==> src/design/trqs_pkg.sv <==
// Shared constants, types and codes for the Toeplitz RSS queue selector.
package trqs_pkg;

    localparam int TABLE_DEPTH = 128;
    localparam int KEY_BYTES = 20;
    localparam int KEY_WORDS = 5;
    localparam int HASH_W = 32;
    localparam int QUEUE_W = 16;
    localparam int ENTRY_W = 7;
    localparam int TSIZE_W = 8;
    localparam int KLEN_CFG_W = 5;
    localparam int CFG_IDX_W = 3;
    localparam int CFG_DATA_W = 32;

    localparam int KEY_FLAT_W = 32 * KEY_WORDS;
    localparam int TBL_IDX_W = (TABLE_DEPTH > 1) ? $clog2(TABLE_DEPTH) : 1;
    localparam int KOFF_W = $clog2(KEY_BYTES + 1);
    localparam int WIN_BYTES = HASH_W / 8 + 1;
    localparam int WIN_W = 8 * WIN_BYTES;
    localparam int STEP_W = $clog2(HASH_W);

    localparam logic [CFG_IDX_W-1:0] CFG_KEY_LENGTH = 3'd5;
    localparam logic [CFG_IDX_W-1:0] CFG_TABLE_SIZE = 3'd6;

    localparam logic OP_DATA = 1'b0;
    localparam logic OP_TABLE = 1'b1;

    localparam logic [0:KEY_WORDS-1][31:0] KEY_RESET = '{
        32'h6D5A566B, 32'h654E676E, 32'h67556A6B, 32'h614F6B65, 32'h6F494D42
    };
    localparam logic [KLEN_CFG_W-1:0] KEY_LENGTH_RESET = 5'd20;
    localparam logic [TSIZE_W-1:0] TABLE_SIZE_RESET = 8'd128;

    typedef struct packed {
        logic                op;
        logic [7:0]          data_byte;
        logic                last;
        logic [ENTRY_W-1:0]  entry_index;
        logic [QUEUE_W-1:0]  entry_queue;
    } trqs_item_t;

    typedef struct packed {
        logic [HASH_W-1:0]  flow_hash;
        logic [QUEUE_W-1:0] queue;
    } trqs_result_t;

    typedef enum logic [1:0] {
        ST_IDLE,
        ST_DIVIDE,
        ST_READ,
        ST_DELIVER
    } trqs_state_t;

    typedef struct packed {
        logic byte_en;
        logic msg_end;
        logic off_fix;
        logic div_step;
        logic tbl_wr;
        logic tbl_rd;
        logic out_load;
    } trqs_cmd_t;

    typedef struct packed {
        logic off_bad;
    } trqs_status_t;

endpackage

==> src/design/trqs_table.sv <==
// Indirection table memory with per-entry valid bits and a registered read port.
module trqs_table (
    input  logic                                clk,
    input  logic                                rst_n,
    input  logic                                wr_en,
    input  logic [trqs_pkg::ENTRY_W-1:0]        wr_entry,
    input  logic [trqs_pkg::QUEUE_W-1:0]        wr_queue,
    input  logic                                rd_en,
    input  logic [trqs_pkg::TBL_IDX_W-1:0]      rd_idx,
    output logic [trqs_pkg::QUEUE_W-1:0]        rd_queue
);

    logic [trqs_pkg::QUEUE_W-1:0]     mem [trqs_pkg::TABLE_DEPTH];
    logic [trqs_pkg::TABLE_DEPTH-1:0] valid_reg;
    logic [trqs_pkg::QUEUE_W-1:0]     rd_data_reg;
    logic                             rd_valid_reg;
    logic                             wr_hit;
    logic [trqs_pkg::TBL_IDX_W-1:0]   wr_idx;

    assign wr_hit = wr_en && (32'(wr_entry) < 32'(trqs_pkg::TABLE_DEPTH));
    assign wr_idx = trqs_pkg::TBL_IDX_W'(wr_entry);

    always_ff @(posedge clk)
    begin
        if (wr_hit)
        begin
            mem[wr_idx] <= wr_queue;
        end
        if (rd_en)
        begin
            rd_data_reg <= mem[rd_idx];
        end
    end

    always_ff @(posedge clk or negedge rst_n)
    begin
        if (!rst_n)
        begin
            valid_reg <= '0;
            rd_valid_reg <= 1'b0;
        end
        else
        begin
            if (wr_hit)
            begin
                valid_reg[wr_idx] <= 1'b1;
            end
            if (rd_en)
            begin
                rd_valid_reg <= valid_reg[rd_idx];
            end
        end
    end

    assign rd_queue = rd_valid_reg ? rd_data_reg : '0;

endmodule

==> src/design/trqs_dpath.sv <==
// Datapath: key and table-size registers, hash accumulator, remainder unit and output register.
module trqs_dpath (
    input  logic                                clk,
    input  logic                                rst_n,
    input  trqs_pkg::trqs_cmd_t                 cmd,
    output trqs_pkg::trqs_status_t              status,
    input  logic                                cfg_wr_en,
    input  logic [trqs_pkg::CFG_IDX_W-1:0]      cfg_index,
    input  logic [trqs_pkg::CFG_DATA_W-1:0]     cfg_data,
    input  trqs_pkg::trqs_item_t                item,
    output logic [trqs_pkg::TBL_IDX_W-1:0]      tbl_rd_idx,
    input  logic [trqs_pkg::QUEUE_W-1:0]        tbl_rd_queue,
    output trqs_pkg::trqs_result_t              result
);

    logic [0:trqs_pkg::KEY_WORDS-1][31:0] key_reg, key_next;
    logic [trqs_pkg::KLEN_CFG_W-1:0]      klen_reg, klen_next;
    logic [trqs_pkg::TSIZE_W-1:0]         tsize_reg, tsize_next;
    logic [trqs_pkg::HASH_W-1:0]          hash_reg, hash_next;
    logic [trqs_pkg::KOFF_W-1:0]          off_reg, off_next;
    logic [trqs_pkg::HASH_W-1:0]          final_hash_reg, final_hash_next;
    logic [trqs_pkg::HASH_W-1:0]          shift_reg, shift_next;
    logic [trqs_pkg::TSIZE_W-1:0]         rem_reg, rem_next;
    trqs_pkg::trqs_result_t               result_reg, result_next;

    logic [trqs_pkg::KOFF_W-1:0]          klen_eff;
    logic [trqs_pkg::TSIZE_W-1:0]         tsize_eff;
    logic [trqs_pkg::KEY_FLAT_W-1:0]      key_flat;
    logic [trqs_pkg::KOFF_W-1:0]          bidx [trqs_pkg::WIN_BYTES];
    logic [trqs_pkg::WIN_W-1:0]           window;
    logic [trqs_pkg::HASH_W-1:0]          contrib;
    logic [trqs_pkg::HASH_W-1:0]          hash_upd;
    logic [trqs_pkg::TSIZE_W:0]           trial;

    assign key_flat = key_reg;

    assign klen_eff = (32'(klen_reg) > 32'(trqs_pkg::KEY_BYTES))
                      ? trqs_pkg::KOFF_W'(trqs_pkg::KEY_BYTES)
                      : trqs_pkg::KOFF_W'(klen_reg);

    assign tsize_eff = (tsize_reg == '0) ? trqs_pkg::TSIZE_W'(1)
                     : (32'(tsize_reg) > 32'(trqs_pkg::TABLE_DEPTH))
                       ? trqs_pkg::TSIZE_W'(trqs_pkg::TABLE_DEPTH)
                       : tsize_reg;

    assign status.off_bad = (klen_eff != '0) && (off_reg >= klen_eff);

    // Key window of the next byte: five key bytes starting at the byte offset, wrapping.
    always_comb
    begin
        bidx[0] = off_reg;
        for (int m = 1; m < trqs_pkg::WIN_BYTES; m++)
        begin
            bidx[m] = (trqs_pkg::KOFF_W'(bidx[m-1] + 1'b1) == klen_eff)
                      ? '0 : trqs_pkg::KOFF_W'(bidx[m-1] + 1'b1);
        end
        window = '0;
        for (int m = 0; m < trqs_pkg::WIN_BYTES; m++)
        begin
            window[trqs_pkg::WIN_W-1-8*m -: 8] =
                key_flat[trqs_pkg::KEY_FLAT_W-1-8*int'(bidx[m]) -: 8];
        end
        contrib = '0;
        for (int i = 0; i < 8; i++)
        begin
            if (item.data_byte[7-i])
            begin
                contrib = contrib ^ window[trqs_pkg::WIN_W-1-i -: trqs_pkg::HASH_W];
            end
        end
    end

    assign hash_upd = (klen_eff == '0) ? hash_reg : (hash_reg ^ contrib);

    always_comb
    begin
        key_next = key_reg;
        klen_next = klen_reg;
        tsize_next = tsize_reg;
        hash_next = hash_reg;
        off_next = off_reg;
        final_hash_next = final_hash_reg;
        shift_next = shift_reg;
        rem_next = rem_reg;
        result_next = result_reg;
        trial = {rem_reg, shift_reg[trqs_pkg::HASH_W-1]};

        if (cfg_wr_en)
        begin
            if (cfg_index < trqs_pkg::CFG_IDX_W'(trqs_pkg::KEY_WORDS))
            begin
                key_next[cfg_index] = cfg_data[31:0];
            end
            else if (cfg_index == trqs_pkg::CFG_KEY_LENGTH)
            begin
                klen_next = cfg_data[trqs_pkg::KLEN_CFG_W-1:0];
            end
            else if (cfg_index == trqs_pkg::CFG_TABLE_SIZE)
            begin
                tsize_next = cfg_data[trqs_pkg::TSIZE_W-1:0];
            end
        end

        if (cmd.off_fix)
        begin
            off_next = off_reg - klen_eff;
        end

        if (cmd.byte_en)
        begin
            hash_next = hash_upd;
            off_next = (klen_eff == '0) ? '0 : bidx[1];
        end

        if (cmd.msg_end)
        begin
            final_hash_next = hash_upd;
            shift_next = hash_upd;
            rem_next = '0;
            hash_next = '0;
            off_next = '0;
        end

        // Restoring remainder, one hash bit per step, most significant first.
        if (cmd.div_step)
        begin
            if (trial >= {1'b0, tsize_eff})
            begin
                rem_next = trqs_pkg::TSIZE_W'(trial - {1'b0, tsize_eff});
            end
            else
            begin
                rem_next = trial[trqs_pkg::TSIZE_W-1:0];
            end
            shift_next = shift_reg << 1;
        end

        if (cmd.out_load)
        begin
            result_next.flow_hash = final_hash_reg;
            result_next.queue = tbl_rd_queue;
        end
    end

    always_ff @(posedge clk or negedge rst_n)
    begin
        if (!rst_n)
        begin
            key_reg <= trqs_pkg::KEY_RESET;
            klen_reg <= trqs_pkg::KEY_LENGTH_RESET;
            tsize_reg <= trqs_pkg::TABLE_SIZE_RESET;
            hash_reg <= '0;
            off_reg <= '0;
        end
        else
        begin
            key_reg <= key_next;
            klen_reg <= klen_next;
            tsize_reg <= tsize_next;
            hash_reg <= hash_next;
            off_reg <= off_next;
        end
    end

    always_ff @(posedge clk)
    begin
        final_hash_reg <= final_hash_next;
        shift_reg <= shift_next;
        rem_reg <= rem_next;
        result_reg <= result_next;
    end

    assign tbl_rd_idx = trqs_pkg::TBL_IDX_W'(rem_reg);
    assign result = result_reg;

endmodule

==> src/design/trqs_ctrl.sv <==
// Controller: sequences byte intake, the remainder steps, the table read and result delivery.
module trqs_ctrl (
    input  logic                   clk,
    input  logic                   rst_n,
    input  logic                   item_valid,
    input  logic                   item_op,
    input  logic                   item_last,
    output logic                   item_stall,
    output logic                   result_valid,
    input  logic                   result_stall,
    input  trqs_pkg::trqs_status_t status,
    output trqs_pkg::trqs_cmd_t    cmd
);

    trqs_pkg::trqs_state_t         state_reg, state_next;
    logic [trqs_pkg::STEP_W-1:0]   step_reg, step_next;
    logic                          out_valid_reg, out_valid_next;
    logic                          fix_now;

    assign fix_now = item_valid && (item_op == trqs_pkg::OP_DATA) && status.off_bad;

    always_ff @(posedge clk or negedge rst_n)
    begin
        if (!rst_n)
        begin
            state_reg <= trqs_pkg::ST_IDLE;
            step_reg <= '0;
            out_valid_reg <= 1'b0;
        end
        else
        begin
            state_reg <= state_next;
            step_reg <= step_next;
            out_valid_reg <= out_valid_next;
        end
    end

    always_comb
    begin
        state_next = state_reg;
        step_next = step_reg;
        cmd = '0;
        item_stall = 1'b1;

        case (state_reg)
            trqs_pkg::ST_IDLE:
            begin
                item_stall = fix_now;
                cmd.off_fix = fix_now;
                if (item_valid && !fix_now)
                begin
                    if (item_op == trqs_pkg::OP_TABLE)
                    begin
                        cmd.tbl_wr = 1'b1;
                    end
                    else
                    begin
                        cmd.byte_en = 1'b1;
                        if (item_last)
                        begin
                            cmd.msg_end = 1'b1;
                            step_next = '0;
                            state_next = trqs_pkg::ST_DIVIDE;
                        end
                    end
                end
            end
            trqs_pkg::ST_DIVIDE:
            begin
                cmd.div_step = 1'b1;
                step_next = step_reg + 1'b1;
                if (step_reg == trqs_pkg::STEP_W'(trqs_pkg::HASH_W - 1))
                begin
                    state_next = trqs_pkg::ST_READ;
                end
            end
            trqs_pkg::ST_READ:
            begin
                cmd.tbl_rd = 1'b1;
                state_next = trqs_pkg::ST_DELIVER;
            end
            trqs_pkg::ST_DELIVER:
            begin
                if (!out_valid_reg || !result_stall)
                begin
                    cmd.out_load = 1'b1;
                    state_next = trqs_pkg::ST_IDLE;
                end
            end
            default:
            begin
                state_next = trqs_pkg::ST_IDLE;
            end
        endcase

        if (cmd.out_load)
        begin
            out_valid_next = 1'b1;
        end
        else if (out_valid_reg && !result_stall)
        begin
            out_valid_next = 1'b0;
        end
        else
        begin
            out_valid_next = out_valid_reg;
        end
    end

    assign result_valid = out_valid_reg;

endmodule

==> src/design/toeplitz_rss_queue_select_unit.sv <==
// Top level of the Toeplitz RSS queue selector.
//
// The item channel carries message bytes (op data) and indirection table
// writes (op table). Each beat is accepted when item_valid is high and
// item_stall is low. Table writes and bytes that do not end a message
// stream at one beat per cycle while item_stall stays low.
// A byte marked last closes the message: the hash is reduced modulo the table
// size by a remainder unit that handles one hash bit per cycle, the table is
// read once, and the result is loaded into the output register and shown on
// result_valid. Item beats stay stalled until that load.
// The result sits in an output register; the block goes back to taking item
// beats while it waits there, and only the next finished message waits for a
// stalled receiver to take it.
// After key_length is written no higher than the current key byte offset
// (and not zero), the next data beat is stalled while the offset is
// brought back into range, one subtraction per cycle.
// Reset loads the default key, key_length 20 and table_size 128, clears the
// running hash and offset, and marks every table entry as zero.
module toeplitz_rss_queue_select_unit (
    input  logic                              clk,
    input  logic                              rst_n,
    input  logic                              item_valid,
    output logic                              item_stall,
    input  trqs_pkg::trqs_item_t              item,
    output logic                              result_valid,
    input  logic                              result_stall,
    output trqs_pkg::trqs_result_t            result,
    input  logic                              cfg_wr_en,
    input  logic [trqs_pkg::CFG_IDX_W-1:0]    cfg_index,
    input  logic [trqs_pkg::CFG_DATA_W-1:0]   cfg_data
);

    trqs_pkg::trqs_cmd_t               cmd;
    trqs_pkg::trqs_status_t            status;
    logic [trqs_pkg::TBL_IDX_W-1:0]    tbl_rd_idx;
    logic [trqs_pkg::QUEUE_W-1:0]      tbl_rd_queue;

    trqs_ctrl u_ctrl (
        .clk          (clk),
        .rst_n        (rst_n),
        .item_valid   (item_valid),
        .item_op      (item.op),
        .item_last    (item.last),
        .item_stall   (item_stall),
        .result_valid (result_valid),
        .result_stall (result_stall),
        .status       (status),
        .cmd          (cmd)
    );

    trqs_dpath u_dpath (
        .clk          (clk),
        .rst_n        (rst_n),
        .cmd          (cmd),
        .status       (status),
        .cfg_wr_en    (cfg_wr_en),
        .cfg_index    (cfg_index),
        .cfg_data     (cfg_data),
        .item         (item),
        .tbl_rd_idx   (tbl_rd_idx),
        .tbl_rd_queue (tbl_rd_queue),
        .result       (result)
    );

    trqs_table u_table (
        .clk      (clk),
        .rst_n    (rst_n),
        .wr_en    (cmd.tbl_wr),
        .wr_entry (item.entry_index),
        .wr_queue (item.entry_queue),
        .rd_en    (cmd.tbl_rd),
        .rd_idx   (tbl_rd_idx),
        .rd_queue (tbl_rd_queue)
    );

endmodule
==> config.mk <==
export PLATFORM = sky130hd
export DESIGN_NAME = toeplitz_rss_queue_select_unit
export DESIGN_NICKNAME = d
export VERILOG_FILES = /design/src/design/trqs_pkg.sv /design/src/design/trqs_table.sv /design/src/design/trqs_dpath.sv /design/src/design/trqs_ctrl.sv /design/src/design/toeplitz_rss_queue_select_unit.sv
export SDC_FILE = /design/constraint.sdc
export NUM_CORES = 2
export LEC_CHECK = 0
export ABC_AREA = 1
export BUFFER_PORTS_ARGS = -buffer_cell sky130_fd_sc_hd__buf_4
export CAP_MARGIN = 10
export CELL_PAD_IN_SITES_DETAIL_PLACEMENT = 2
export CELL_PAD_IN_SITES_GLOBAL_PLACEMENT = 2
export CORE_ASPECT_RATIO = 0.7
export CORE_MARGIN = 10
export CORE_UTILIZATION = 35
export CTS_BUF_LIST = sky130_fd_sc_hd__clkbuf_4 sky130_fd_sc_hd__clkbuf_8
export DETAILED_ROUTE_END_ITERATION = 7
export PLACE_DENSITY = 0.72
export SETUP_SLACK_MARGIN = 0.3
export SLEW_MARGIN = 10
export SYNTH_ARGS = -nofsm -noshare
export SYNTH_HDL_FRONTEND = slang
export SYNTH_SLANG_ARGS = --single-unit
export TNS_END_PERCENT = 10
==> constraint.sdc <==
create_clock -name clk -period 25.8 [get_ports clk]
set_input_delay 5.16 -clock clk [delete_from_list [all_inputs] [get_ports clk]]
set_output_delay 5.16 -clock clk [all_outputs]
set_load 0.005 [all_outputs]
==> flow_metrics.tcl <==
set metrics [dict create \
    syn_area_sq_mm 0.1110 \
    io-pin-count 123 \
    slew_violations 0 \
    layout_commonest_cell "edfxtp_1" \
    ant_nets 0 \
    finalInstanceArea_sq_mm 0.1250 \
    slew_headroom 0.07806 \
    clk_latency_ps 1050 \
    maxCapViolCount 0 \
    cpMostUsedCell "nand2_1" \
    n_fill_cell 32663 \
    track_usage 0.2718 \
    fin_crit_sh 0.5015 \
    critPathCaptureType "flip-flop" \
    final_cell_mix "edfxtp_1, o21ai_0, nor2_1" \
    place_inst 14083 \
    crit_family "simple AND/OR/NAND/NOR gates" \
    gr-total-overflow 0 \
    cp-startpoint "u_dpath.off_reg[1]" \
    hold_buffers 0 \
    yosysSeqAreaShare 0.6697 \
    rows 172 \
    die_x_um 693.2 \
    status "finished clean" \
    cts_tree "yes" \
    cts_resized 0 \
    required_ps 26600 \
    max_freq_mhz 77.29 \
    max_stage_delay_ps 1040 \
    drtPass1Iterations 7 \
    arrival_ps 13740 \
    synth_edf_count 2183 \
    cts_max_level 5 \
    clockBufferDepth 4 \
    grt_max_degree 188 \
    hp-class "reg -> reg" \
    antenna_found_initial 66 \
    drt_iter0_drc 12267 \
    finalSetupViolCount 0 \
    ys.flop_type "edfxtp_1" \
    rsz0062_at_grt "false" \
    placed_area_sq_mm 0.1167 \
    yosys_warnings 0 \
    drc 0 \
    via_count 88883 \
    largest_reg_flops 2048 \
    ys_ff_latch 2531 \
    nNetsFinal 10422 \
    clock_sinks 2531 \
    core_sq_mm 0.3148 \
    fin_tns_setup_ps 0 \
    crit_buf_inv 11 \
    port_buffers 122 \
    final_layout_size_suffix_gt1_frac 0.1318 \
    fin_worst_skew_ps 104.5 \
    area_delta_synth_final_pct 12.58 \
    place_congestion 0.9778 \
    die_area_sq_mm 0.3406 \
    wl_per_cell_um 32.57 \
    synthArstFlopShare 0.1371 \
    cp_slowest_cell "dfrtp_2" \
    min_period_ps 12940 \
    cp-start-kind "flip-flop" \
    ys_types 52 \
    worstHoldStart "u_dpath.final_hash_reg[10]" \
    grt_pass1_wl_um 686100 \
    r2r-start "u_dpath.off_reg[1]" \
    fin_cells 14840 \
    initial_core_util 0.3527 \
    synthesis.nets 10330 \
    vias_per_cell 5.989 \
    finalHoldViolations 0 \
    cts_setup_buffers 0 \
    worst_pin_slew_ps 1379 \
    root_buffer "clkbuf_8" \
    numCtsBuffers 405 \
    netlist_instances 10222 \
    cp_max_fo 73 \
    syn_area_per_cell_sq_um 10.86 \
    grt_pass1_vias 90988 \
    wl_um 483400 \
    path_clk_slew_ps 70 \
    die_y_um 491.3 \
    dpl.hpwl_um 309300 \
    critical_path_class "reg -> reg" \
]
[worst paths after layout]
kind | endpoint | cells past startpoint | slack [ps]
max in group asynchronous | u_table.valid_reg[113] | 3 | 19200
min in group asynchronous | u_dpath.key_flat[28] | 1 | 4190
max reg2reg | u_dpath.shift_reg[1] | 59 | 12860
min | u_dpath.result[26] | 0 | 420
max | u_dpath.shift_reg[1] | 59 | 12860
min reg2reg | u_dpath.result[26] | 0 | 420
[synth_stat cells, types with 13 or more instances]
master       n  area [sq um]
edfxtp_1  2183         65550
o21ai_0   1934          9679
nor2_1    1922          7214
nand2_1    823          3089
o22ai_1    733          4586
clkbuf_1   624          2342
inv_1      346          1299
a21oi_1    313          1567
nand3_1    267          1336
dfrtp_1    258          6456
xor2_1     146          1279
or2_2      131         819.5
dfstp_2     89          2338
xnor2_1     66         578.1
o211ai_1    52         390.4
buf_2       40         200.2
ha_1        33         412.9
o32ai_1     28         245.2
buf_1       24         90.09
nand2_2     24         150.1
o21ai_1     18         90.09
nand4_1     17         106.4
o221ai_1    15         131.4
inv_2       13         48.80
nand3b_1    13         97.59
[through the flow]
stage | setup slack, ps | util | hold WS [ps]
2_1_floorplan | 14990 | - | 400.3
3_5_place_dp | 13210 | 0.3707 | 412.6
4_1_cts | 13220 | 0.3969 | 425.8
5_1_grt | 11990 | 0.3970 | 429.6
3_3_place_gp | 13560 | 0.3707 | 400.6
6_report | 12860 | 0.3971 | 422.8
[worst register-to-register path: cells and delay by family (launching register included)]
family	cells	cell delay [ps]
adder cells (fa/ha/maj)	4	1920
AO/OA/AOI/OAI	1	140
AND/OR/NAND/NOR	41	6120
flip-flops	1	1040
buffers and inverters	11	3100
XOR/XNOR	2	390
[area by class of cell]
cell class | instances | area, sq um | share of cell area
Clock inverter | 121 | 733.2 | 0.005865
Clock buffer | 622 | 7528 | 0.06022
Tap cell | 4176 | 5225 | 0.04179
Multi-Input combinational cell | 6619 | 32660 | 0.2613
Inverter | 365 | 1396 | 0.01117
Sequential cell | 2531 | 74370 | 0.5949
Antenna cell | 14 | 35.03 | 0.0002802
Timing Repair Buffer | 392 | 3067 | 0.02453
[kinds of logic after synthesis]
family / count (synthesis) / synth area share
adders and majority gates: 35 / 0.004079
and+or+nand+nor: 3229 / 0.1173
xor gates and xnor gates: 217 / 0.01755
buffers and inverters: 1072 / 0.03763
DFF: 2531 / 0.6697
AOI/OAI and AO/OA: 3138 / 0.1537
[routing by layer]
metal  global-route usage  wire length, um  part of all wire  up-vias
met5                    0              160           0.00033        -
met1               0.4122           219600              0.45    46830
met4              0.05676             9541             0.020       24
li1                     -                -                 -    36833
met3              0.07133            52410              0.11      665
met2               0.3874           201700              0.42     4531
Power is left out: the tool's default activity adds up to more than one toggle a clock period on the data nets, which glitch-free logic cannot reach.
